<file path="src/assert_macros.svh">
// Assertion helpers for the RTL.
`ifndef ASSERT_MACROS_SVH
`define ASSERT_MACROS_SVH

// Same-cycle implication, off while reset is high.
`define ASSERT_IMPL(lbl, clk, rst, ante, cons) \
   lbl: assert property (@(posedge clk) disable iff (rst) (ante) |-> (cons)) \
      else $error("assertion failed: same-cycle implication");

// Next-cycle implication, off while reset is high.
`define ASSERT_NEXT(lbl, clk, rst, ante, cons) \
   lbl: assert property (@(posedge clk) disable iff (rst) (ante) |=> (cons)) \
      else $error("assertion failed: next-cycle implication");

`endif

</file>
<file path="src/pqwd_pkg.sv">
`default_nettype none
package pqwd_pkg;

   localparam int NUM_SERVERS_DEF = 5;
   localparam int FIFO_DEPTH_DEF  = 16;
   localparam int NUM_CLASSES     = 3;

   localparam int JOB_W    = 16;
   localparam int TIME_W   = 8;
   localparam int CLASS_W  = 2;
   localparam int STATUS_W = 2;
   localparam int SRV_IDX_W = 4;

   // request class codes
   localparam logic [CLASS_W-1:0] CLASS_NONE = 2'd0;

   // admit status codes
   localparam logic [STATUS_W-1:0] ADMIT_OK      = 2'd0;
   localparam logic [STATUS_W-1:0] ADMIT_DROPPED = 2'd2;

   typedef struct packed {
      logic [TIME_W-1:0] svc_time;
      logic [JOB_W-1:0]  job_id;
   } entry_type;

   typedef struct packed {
      logic              busy;
      logic [JOB_W-1:0]  job;
      logic [TIME_W-1:0] rem;
   } srv_type;

   typedef struct packed {
      logic                   push;
      logic [CLASS_W-1:0]     push_cls;
      entry_type              push_data;
      logic                   pop;
      logic [CLASS_W-1:0]     pop_cls;
   } fifo_cmd_type;

   typedef struct packed {
      logic [NUM_CLASSES-1:0] nonempty;
      logic [NUM_CLASSES-1:0] full;
   } fifo_stat_type;

endpackage
`default_nettype wire

</file>
<file path="src/pqwd_cell.sv">
`default_nettype none
module pqwd_cell
   import pqwd_pkg::*;
(
   input  wire logic    clock,
   input  wire logic    reset,
   input  wire logic    shift_en,
   input  wire srv_type cell_in,
   output srv_type      cell_out
);

   logic              busy_ff;
   logic [JOB_W-1:0]  job_ff;
   logic [TIME_W-1:0] rem_ff;

   always_ff @(posedge clock) begin
      if (reset) begin
         busy_ff <= 1'b0;
      end else if (shift_en) begin
         busy_ff <= cell_in.busy;
      end
   end

   always_ff @(posedge clock) begin
      if (shift_en) begin
         job_ff <= cell_in.job;
         rem_ff <= cell_in.rem;
      end
   end

   assign cell_out = '{busy: busy_ff, job: job_ff, rem: rem_ff};

endmodule
`default_nettype wire

</file>
<file path="src/pqwd_class_fifo.sv">
`default_nettype none
module pqwd_class_fifo
   import pqwd_pkg::*;
#(
   parameter int FIFO_DEPTH = FIFO_DEPTH_DEF
)
(
   input  wire logic         clock,
   input  wire logic         reset,
   input  wire fifo_cmd_type cmd,
   output fifo_stat_type     stat,
   output entry_type         rd_data
);

   localparam int PTR_W  = $clog2(FIFO_DEPTH);
   localparam int CNT_W  = $clog2(FIFO_DEPTH + 1);
   localparam int ADDR_W = $clog2(NUM_CLASSES * FIFO_DEPTH);
   localparam int SUM_W  = CNT_W + 1;

   entry_type        mem [NUM_CLASSES*FIFO_DEPTH];
   entry_type        rd_data_ff;
   logic [PTR_W-1:0] head_ff  [NUM_CLASSES];
   logic [PTR_W-1:0] head_in  [NUM_CLASSES];
   logic [CNT_W-1:0] count_ff [NUM_CLASSES];
   logic [CNT_W-1:0] count_in [NUM_CLASSES];

   logic              do_push;
   logic [ADDR_W-1:0] wr_addr;
   logic [ADDR_W-1:0] rd_addr;

   always_comb begin
      logic [SUM_W-1:0] tail_sum;
      logic [PTR_W-1:0] tail;
      logic             push_c;
      logic             pop_c;
      do_push = 1'b0;
      wr_addr = '0;
      rd_addr = '0;
      for (int c = 0; c < NUM_CLASSES; c++) begin
         stat.full[c]     = (count_ff[c] == CNT_W'(FIFO_DEPTH));
         stat.nonempty[c] = (count_ff[c] != '0);
         tail_sum = SUM_W'(head_ff[c]) + SUM_W'(count_ff[c]);
         if (tail_sum >= SUM_W'(FIFO_DEPTH)) begin
            tail_sum = tail_sum - SUM_W'(FIFO_DEPTH);
         end
         tail   = tail_sum[PTR_W-1:0];
         push_c = cmd.push && (cmd.push_cls == CLASS_W'(c)) && !stat.full[c];
         pop_c  = cmd.pop && (cmd.pop_cls == CLASS_W'(c));
         if (push_c) begin
            do_push = 1'b1;
            wr_addr = ADDR_W'(c * FIFO_DEPTH) + ADDR_W'(tail);
         end
         if (pop_c) begin
            rd_addr = ADDR_W'(c * FIFO_DEPTH) + ADDR_W'(head_ff[c]);
         end
         head_in[c] = head_ff[c];
         if (pop_c) begin
            head_in[c] = (head_ff[c] == PTR_W'(FIFO_DEPTH - 1)) ? '0 : head_ff[c] + 1'b1;
         end
         count_in[c] = count_ff[c];
         if (push_c && !pop_c) begin
            count_in[c] = count_ff[c] + 1'b1;
         end else if (pop_c && !push_c) begin
            count_in[c] = count_ff[c] - 1'b1;
         end
      end
   end

   always_ff @(posedge clock) begin
      if (reset) begin
         for (int c = 0; c < NUM_CLASSES; c++) begin
            head_ff[c]  <= '0;
            count_ff[c] <= '0;
         end
      end else begin
         for (int c = 0; c < NUM_CLASSES; c++) begin
            head_ff[c]  <= head_in[c];
            count_ff[c] <= count_in[c];
         end
      end
   end

   // storage: one write port, one registered read port
   always_ff @(posedge clock) begin
      if (do_push) begin
         mem[wr_addr] <= cmd.push_data;
      end
      if (cmd.pop) begin
         rd_data_ff <= mem[rd_addr];
      end
   end

   assign rd_data = rd_data_ff;

endmodule
`default_nettype wire

</file>
<file path="src/priority_queue_ward_dispatcher_top.sv">
// Three-class strict-priority dispatcher for a bank of NUM_SERVERS servers.
// Each request word may admit one job (class 1 critical, 2 serious,
// 3 stable; class 0 is a plain tick) into that class's FIFO, then runs one
// tick: servers are visited in index order, a busy server counts down and
// frees at zero, and a free server takes the head of the highest non-empty
// class. A job placed this tick first counts down on the next tick. Every
// request yields NUM_SERVERS response words, server 0 first, the last one
// with rsp_tlast high. A zero service time is stored as one; a job arriving
// at a full FIFO is dropped and every response word of that request reports
// admit_status 2. The request is accepted in the idle state, then each
// server is visited in turn, and each server that is refilled from a FIFO
// takes an extra fetch state (the class FIFO storage has a registered read
// port); back-pressure on the response side stretches the visits.
// The server state lives in a ring of cells that rotates one place per visit,
// so the server under service is always at cell 0.
`default_nettype none
`include "assert_macros.svh"
module priority_queue_ward_dispatcher_top
   import pqwd_pkg::*;
#(
   parameter int NUM_SERVERS = NUM_SERVERS_DEF,
   parameter int FIFO_DEPTH  = FIFO_DEPTH_DEF
)
(
   input  wire logic                clock,
   input  wire logic                reset,
   // request channel
   input  wire logic                req_tvalid,
   output logic                     req_tready,
   input  wire logic [23:0]         req_tdata,  // [15:0] job_id, [23:16] service_time
   input  wire logic [CLASS_W-1:0]  req_tuser,  // [1:0] priority_class
   // response channel
   output logic                     rsp_tvalid,
   input  wire logic                rsp_tready,
   // [3:0] server_index, [4] server_busy, [20:5] occupant_id,
   // [22:21] admit_status, [23] zero
   output logic [23:0]              rsp_tdata,
   output logic                     rsp_tlast   // last_server
);

   localparam int IDX_W = (NUM_SERVERS > 1) ? $clog2(NUM_SERVERS) : 1;

   typedef enum logic [2:0] {
      ST_IDLE  = 3'b001,
      ST_VISIT = 3'b010,
      ST_FETCH = 3'b100
   } state_type;

   state_type            state_ff, state_in;
   logic [IDX_W-1:0]     cnt_ff, cnt_in;
   logic [STATUS_W-1:0]  status_ff, status_in;

   // response word register
   logic                 out_valid_ff, out_valid_in;
   logic [SRV_IDX_W-1:0] out_index_ff;
   logic                 out_busy_ff;
   logic [JOB_W-1:0]     out_id_ff;
   logic [STATUS_W-1:0]  out_status_ff;
   logic                 out_last_ff;

   // server ring
   srv_type              chain_q [NUM_SERVERS];
   srv_type              wb;
   logic                 shift_en;

   fifo_cmd_type         fifo_cmd;
   fifo_stat_type        fifo_stat;
   entry_type            fifo_rd;

   logic                 accept;
   logic                 out_free;
   logic                 keep_busy;
   logic                 any_ne;
   logic                 is_last;
   logic [CLASS_W-1:0]   pick_cls;
   logic [TIME_W-1:0]    svc_fixed;

   assign req_tready = (state_ff == ST_IDLE);
   assign accept     = req_tvalid && req_tready;
   assign out_free   = !out_valid_ff || rsp_tready;
   assign any_ne     = |fifo_stat.nonempty;
   assign is_last    = (cnt_ff == IDX_W'(NUM_SERVERS - 1));
   // head cell after its countdown
   assign keep_busy  = chain_q[0].busy && (chain_q[0].rem > TIME_W'(1));
   assign svc_fixed  = (req_tdata[23:16] == '0) ? TIME_W'(1) : req_tdata[23:16];

   always_comb begin
      priority if (fifo_stat.nonempty[0]) begin
         pick_cls = CLASS_W'(0);
      end else if (fifo_stat.nonempty[1]) begin
         pick_cls = CLASS_W'(1);
      end else begin
         pick_cls = CLASS_W'(2);
      end
   end

   always_comb begin
      state_in           = state_ff;
      cnt_in             = cnt_ff;
      status_in          = status_ff;
      shift_en           = 1'b0;
      wb                 = chain_q[0];
      fifo_cmd.push      = accept && (req_tuser != CLASS_NONE);
      fifo_cmd.push_cls  = req_tuser - 1'b1;
      fifo_cmd.push_data = '{svc_time: svc_fixed, job_id: req_tdata[15:0]};
      fifo_cmd.pop       = 1'b0;
      fifo_cmd.pop_cls   = pick_cls;

      unique case (state_ff)
         ST_IDLE: begin
            if (accept) begin
               cnt_in    = '0;
               status_in = (fifo_cmd.push && fifo_stat.full[fifo_cmd.push_cls])
                           ? ADMIT_DROPPED : ADMIT_OK;
               state_in  = ST_VISIT;
            end
         end
         ST_VISIT: begin
            if (out_free) begin
               if (!keep_busy && any_ne) begin
                  // refill: head entry shows up next cycle
                  fifo_cmd.pop = 1'b1;
                  state_in     = ST_FETCH;
               end else begin
                  shift_en = 1'b1;
                  wb.busy  = keep_busy;
                  wb.rem   = keep_busy ? chain_q[0].rem - 1'b1 : '0;
               end
            end
         end
         ST_FETCH: begin
            shift_en = 1'b1;
            wb.busy  = 1'b1;
            wb.job   = fifo_rd.job_id;
            wb.rem   = fifo_rd.svc_time;
            state_in = ST_VISIT;
         end
         default: begin
            state_in = ST_IDLE;
         end
      endcase

      if (shift_en) begin
         if (is_last) begin
            cnt_in   = '0;
            state_in = ST_IDLE;
         end else begin
            cnt_in = cnt_ff + 1'b1;
         end
      end
   end

   always_ff @(posedge clock) begin
      if (reset) begin
         state_ff  <= ST_IDLE;
         cnt_ff    <= '0;
         status_ff <= ADMIT_OK;
      end else begin
         state_ff  <= state_in;
         cnt_ff    <= cnt_in;
         status_ff <= status_in;
      end
   end

   // response register: loaded on every visit that completes
   always_comb begin
      out_valid_in = out_valid_ff;
      if (shift_en) begin
         out_valid_in = 1'b1;
      end else if (rsp_tready) begin
         out_valid_in = 1'b0;
      end
   end

   always_ff @(posedge clock) begin
      if (reset) begin
         out_valid_ff <= 1'b0;
      end else begin
         out_valid_ff <= out_valid_in;
      end
   end

   always_ff @(posedge clock) begin
      if (shift_en) begin
         out_index_ff  <= SRV_IDX_W'(cnt_ff);
         out_busy_ff   <= wb.busy;
         out_id_ff     <= wb.busy ? wb.job : '0;
         out_status_ff <= status_ff;
         out_last_ff   <= is_last;
      end
   end

   assign rsp_tvalid = out_valid_ff;
   assign rsp_tdata  = {1'b0, out_status_ff, out_id_ff, out_busy_ff, out_index_ff};
   assign rsp_tlast  = out_last_ff;

   // ring of server cells, rotating toward cell 0
   for (genvar i = 0; i < NUM_SERVERS; i++) begin : g_cell
      srv_type nb_in;
      if (i == NUM_SERVERS - 1) begin : g_tail
         assign nb_in = wb;
      end else begin : g_mid
         assign nb_in = chain_q[i+1];
      end
      pqwd_cell u_cell (
         .clock    (clock),
         .reset    (reset),
         .shift_en (shift_en),
         .cell_in  (nb_in),
         .cell_out (chain_q[i])
      );
   end

   pqwd_class_fifo #(
      .FIFO_DEPTH (FIFO_DEPTH)
   ) u_fifo (
      .clock   (clock),
      .reset   (reset),
      .cmd     (fifo_cmd),
      .stat    (fifo_stat),
      .rd_data (fifo_rd)
   );

   // checks
   `ASSERT_NEXT(a_accept_starts_tick, clock, reset, accept, (state_ff == ST_VISIT) && (cnt_ff == '0))
   `ASSERT_IMPL(a_fetch_out_empty, clock, reset, state_ff == ST_FETCH, !out_valid_ff)
   `ASSERT_IMPL(a_pop_nonempty, clock, reset, fifo_cmd.pop, fifo_stat.nonempty[fifo_cmd.pop_cls])
   `ASSERT_NEXT(a_last_ends_tick, clock, reset, shift_en && is_last, state_ff == ST_IDLE && rsp_tlast)

endmodule
`default_nettype wire

</file>
<file path="config.mk">
export PLATFORM = sky130hd
export DESIGN_NAME = priority_queue_ward_dispatcher_top
export DESIGN_NICKNAME = d
export VERILOG_FILES = /design/src/pqwd_pkg.sv /design/src/pqwd_cell.sv /design/src/pqwd_class_fifo.sv /design/src/priority_queue_ward_dispatcher_top.sv
export VERILOG_INCLUDE_DIRS = /design/src /design/src/src
export SDC_FILE = /design/constraint.sdc
export NUM_CORES = 1
export LEC_CHECK = 0
export ABC_AREA = 1
export BUFFER_PORTS_ARGS = -buffer_cell sky130_fd_sc_hd__buf_2
export CORE_AREA = 2 2 329 331
export CTS_CLUSTER_DIAMETER = 40
export CTS_CLUSTER_SIZE = 30
export DETAILED_ROUTE_END_ITERATION = 10
export DIE_AREA = 0 0 331 333
export HOLD_SLACK_MARGIN = 0.06
export PLACE_DENSITY = 0.7
export SYNTH_ARGS = -nofsm -noshare
export SYNTH_HDL_FRONTEND = slang
export SYNTH_HIERARCHICAL = 1
export SYNTH_SLANG_ARGS = --single-unit
</file>
<file path="constraint.sdc">
create_clock -name clock -period 10.5 [get_ports clock]
set_clock_uncertainty 0.05 [all_clocks]
set_input_delay 0.525 -clock clock [delete_from_list [all_inputs] [get_ports clock]]
set_output_delay 0.525 -clock clock [all_outputs]
set_load 0.1 [all_outputs]
</file>
==> impl_metrics.toml <==
[outcome]
outcome = "complete, no violations"

[logic_synthesis]
ys_ff_latch = 1358
synth_area_per_cell_sq_um = 11.5
synthesis.area_sq_mm = 0.0583
yosysTopAreaCellShare = 0.679
synth_edf_count = 1318
ys.flop_type = "edfxtp_1"
async_flop_share = 0
netlist_top_cells_area = "edfxtp_1, nand3_1, inv_1"
syn_inst = 5084
ys_seq_area_frac = 0.693
synth_cell_types = 46
yosysWarnings = 6
synth_top_cell_by_area = "edfxtp_1"

[setup_path]
cp_cell_sequence = "inv_1 > ha_1 > nor2_1 > nor2_2 > nand2_2 > nand2_4 > nand2_4 > nor3_2 > buf_4 > nand2_2 > nor2_8 > nand2_8 > nand2_8 > buf_12 > buf_4 > a21oi_1 > o21ai_0 > nand3_1 > nand3_1 > nand2_1 > nand2_1 > nand2_1"
critPathMostFrequentCell = "nand2_1"
cp-end-kind = "register"
path_max_fanout = 198
critPathArrivalTime_ps = 6830
cp_top_family = "simple AND/OR/NAND/NOR gates"
r2r_start = "g_cell[0].u_cell/rem_ff[0]$_DFFE_PP_"
startpoint_type = "register"
slowest_stage = "nand2_8"
critical_path_buf_inv_count = 4
cpPeakStageDelay_ps = 830
reg2reg_slack_ps = 4130
crit_type = "reg2reg"
cp.required_ps = 10970
crit_start = "g_cell[0].u_cell/rem_ff[0]$_DFFE_PP_"

[detailed_routing]
drtPass1Iterations = 7
drc_errors = 0
wl_um = 149000
num_vias = 38500
drt_iter0_markers = 4931
avgRoutedWirePerCell_um = 22.6
ant_nets = 0
vias_per_cell = 5.83

[placement]
port_buffers = 53
dp_hpwl_um = 78000
dpl.cell_count = 6309
place_ws_ps = 4390
gp_congestion = 0.882

[clock_tree]
cts_root_buf = "clkbuf_16"
cts_tree = "done"
clk_pin_slew_ps = 60
clock_latency_ps = 780
clock_path_buffers = 3
cts-htree-levels = 4
cts_buffers = 158
clkSinkCount = 1358
cts_setup_buffers = 0

[layout]
num_antenna_cells = 0
syn_to_final_growth_pct = 11.8
stdcell_count = 6604
nNetsFinal = 5133
nFillCells = 8087
drive_above_1_share = 0.104
final_util = 0.611

[flow_run]
max-cap-violations = 0

[pwr]
ir_worst_vdd_mv = 0.148
p_sw_w = 0.00283
cellPowerDensity_mw_per_mm2 = 186
p_leak_nw = 25.1
seqPwrFrac = 0.496
power_frac_comb = 0.045
swShare = 0.234
power_frac_clock = 0.458
p_int_w = 0.00929

[global_route]
grt_max_degree = 214
grt_pass1_vias = 36500
overflow = 0
grt_pass1_wl_um = 224000
antenna_found_initial = 0
grt_use_total = 0.271

[timing]
final.min_clock_period_ps = 6370
fmax_mhz = 157
rsz0062_at_grt = "false"
fin_tns_setup_ps = 0
hold_ws_ps = 186
hold_violations = 0
tightest_slew_ps = 1470
post-route-period-util = 0.606
max_slew_margin = 0.0178
setup_viol = 0
maxSlewViolCount = 0
setup_slack_ps = 4130

[floorplan]
initial_utilization = 0.546
fp.coreArea_sq_mm = 0.107
die_h_um = 333
rows = 120
die_x_um = 331
dieArea_sq_mm = 0.110
num_io_pins = 57

[hold_path]
holdCritStartpoint = "reset"
hold_class = "in2reg"
## sequential cells by signal, summed over array words and instances, names as in the netlist, 3 cells and up
name,cells
u_fifo/rd_data,24
g_cell.u_cell/rem_ff,40
cnt_ff,3
g_cell.u_cell/job_ff,80
out_id_ff,16
g_cell.u_cell/busy_ff,5
u_fifo/count_ff,15
u_fifo/mem,1152
state_ff,3
out_index_ff,3
u_fifo/head_ff,12
## cells in the mapped netlist (2+ instances only)
cell,n
edfxtp_1,1318
nand3_1,1031
inv_1,763
nand2_1,663
nand3b_1,236
a21oi_1,201
clkbuf_1,146
o21ai_0,143
nor2_1,109
buf_2,108
o21ai_1,67
dfxtp_1,40
buf_1,34
ha_1,30
o211ai_1,27
o21ai_2,17
buf_4,16
or2_2,16
inv_2,15
nor2_2,11
xnor2_1,10
a21oi_2,9
nor3_1,9
nand2_2,8
nand4_1,8
buf_6,6
fa_1,6
a211oi_1,5
xor2_1,5
nand2_4,4
nor4_1,4
a21o_1,3
inv_4,2
nor3_4,2
## power by group through the flow
| stage | logic, W | clock network, W | registers [W] |
|---|---|---|---|
| floorplan | 0.000335 | 0 | 0.00614 |
| global placement | 0.000534 | 0 | 0.00613 |
| detailed placement | 0.000544 | 0 | 0.00614 |
| CTS | 0.000548 | 0.00562 | 0.00602 |
| global route | 0.000603 | 0.00583 | 0.00602 |
| finish | 0.000551 | 0.00556 | 0.00602 |
## what timing repair did
action,4_1_cts,5_1_grt
hold buffers,1,0
resized for setup,0,0
hold endpoints to repair,1,0
## path summary, 6_finish.rpt
check | cells after the start | end
max | 22 | u_fifo/rd_data[9]$_DFFE_PP_
min | 2 | u_fifo/head_ff[0][6]$_SDFFE_PP0P_
max reg2reg | 22 | u_fifo/rd_data[9]$_DFFE_PP_
min reg2reg | 0 | g_cell[3].u_cell/job_ff[9]$_DFFE_PP_
## cell usage in the layout, fill, tap and decap left out, types with 19 or more instances in the layout
cell type / synthesis / routed
o21ai_0: 143 / 143
nor2_1: 109 / 61
buf_2: 108 / 53
o21ai_1: 67 / 67
ha_1: 30 / 30
clkinv_2: 0 / 19
clkbuf_16: 0 / 159
nand2_1: 663 / 661
nor2_2: 11 / 59
dfxtp_1: 40 / 40
o211ai_1: 27 / 27
edfxtp_1: 1318 / 1318
buf_4: 16 / 72
a21oi_1: 201 / 201
inv_1: 763 / 763
inv_6: 0 / 24
nand3_1: 1031 / 1031
nand3b_1: 236 / 236
## per-stage QoR
step           area (sq um)  power, W
2_1_floorplan         58300   0.00647
5_1_grt               65100    0.0125
6_report              65100    0.0121
3_5_place_dp          59700   0.00668
3_3_place_gp          59700   0.00667
4_1_cts               65100    0.0122
## metal layers
layer | vias up | track usage | routed length, um
met3 | 320 | 0.0487 | 14600
met4 | 0 | 0.116 | 5780
met1 | 18700 | 0.378 | 59800
met5 | - | 0 | 0
li1 | 17500 | - | -
met2 | 1966 | 0.419 | 69100
## logic make-up (layout without fill, tap and decap cells)
kind of cell / count (synthesis) / count (layout) / share of synthesized area
buffers and inverters: 1092 / 1207 / 0.0748
and+or+nand+nor: 2106 / 2106 / 0.177
adders and majority gates: 36 / 36 / 0.00851
other: 1 / 3 / 0.0000644
xor gates and xnor gates: 15 / 15 / 0.00226
AOI/OAI and AO/OA: 476 / 476 / 0.0442
DFF: 1358 / 1358 / 0.693
## area by class of cell
cell class	instances	area [sq um]	share of cell area
Clock buffer	177	4060	0.0623
Clock inverter	117	1350	0.0207
Inverter	781	2940	0.0451
Multi-Input combinational cell	2636	13700	0.211
Sequential cell	1358	40400	0.620
Tap cell	1403	1760	0.0269
Timing Repair Buffer	132	936	0.0144
## worst reg2reg max path: stages, from the launching register on
cell      delay, ps
edfxtp_1        430
inv_1           130
ha_1            230
nor2_1           80
nor2_2          120
nand2_2          70
nand2_4         120
nand2_4          90
nor3_2          110
buf_4           450
nand2_2         200
nor2_8          480
nand2_8         500
nand2_8         910
buf_12          580
buf_4           860
a21oi_1         110
o21ai_0         130
nand3_1         110
nand3_1         130
nand2_1         110
nand2_1          80
nand2_1          50
Power figures use the tool's default switching activity.
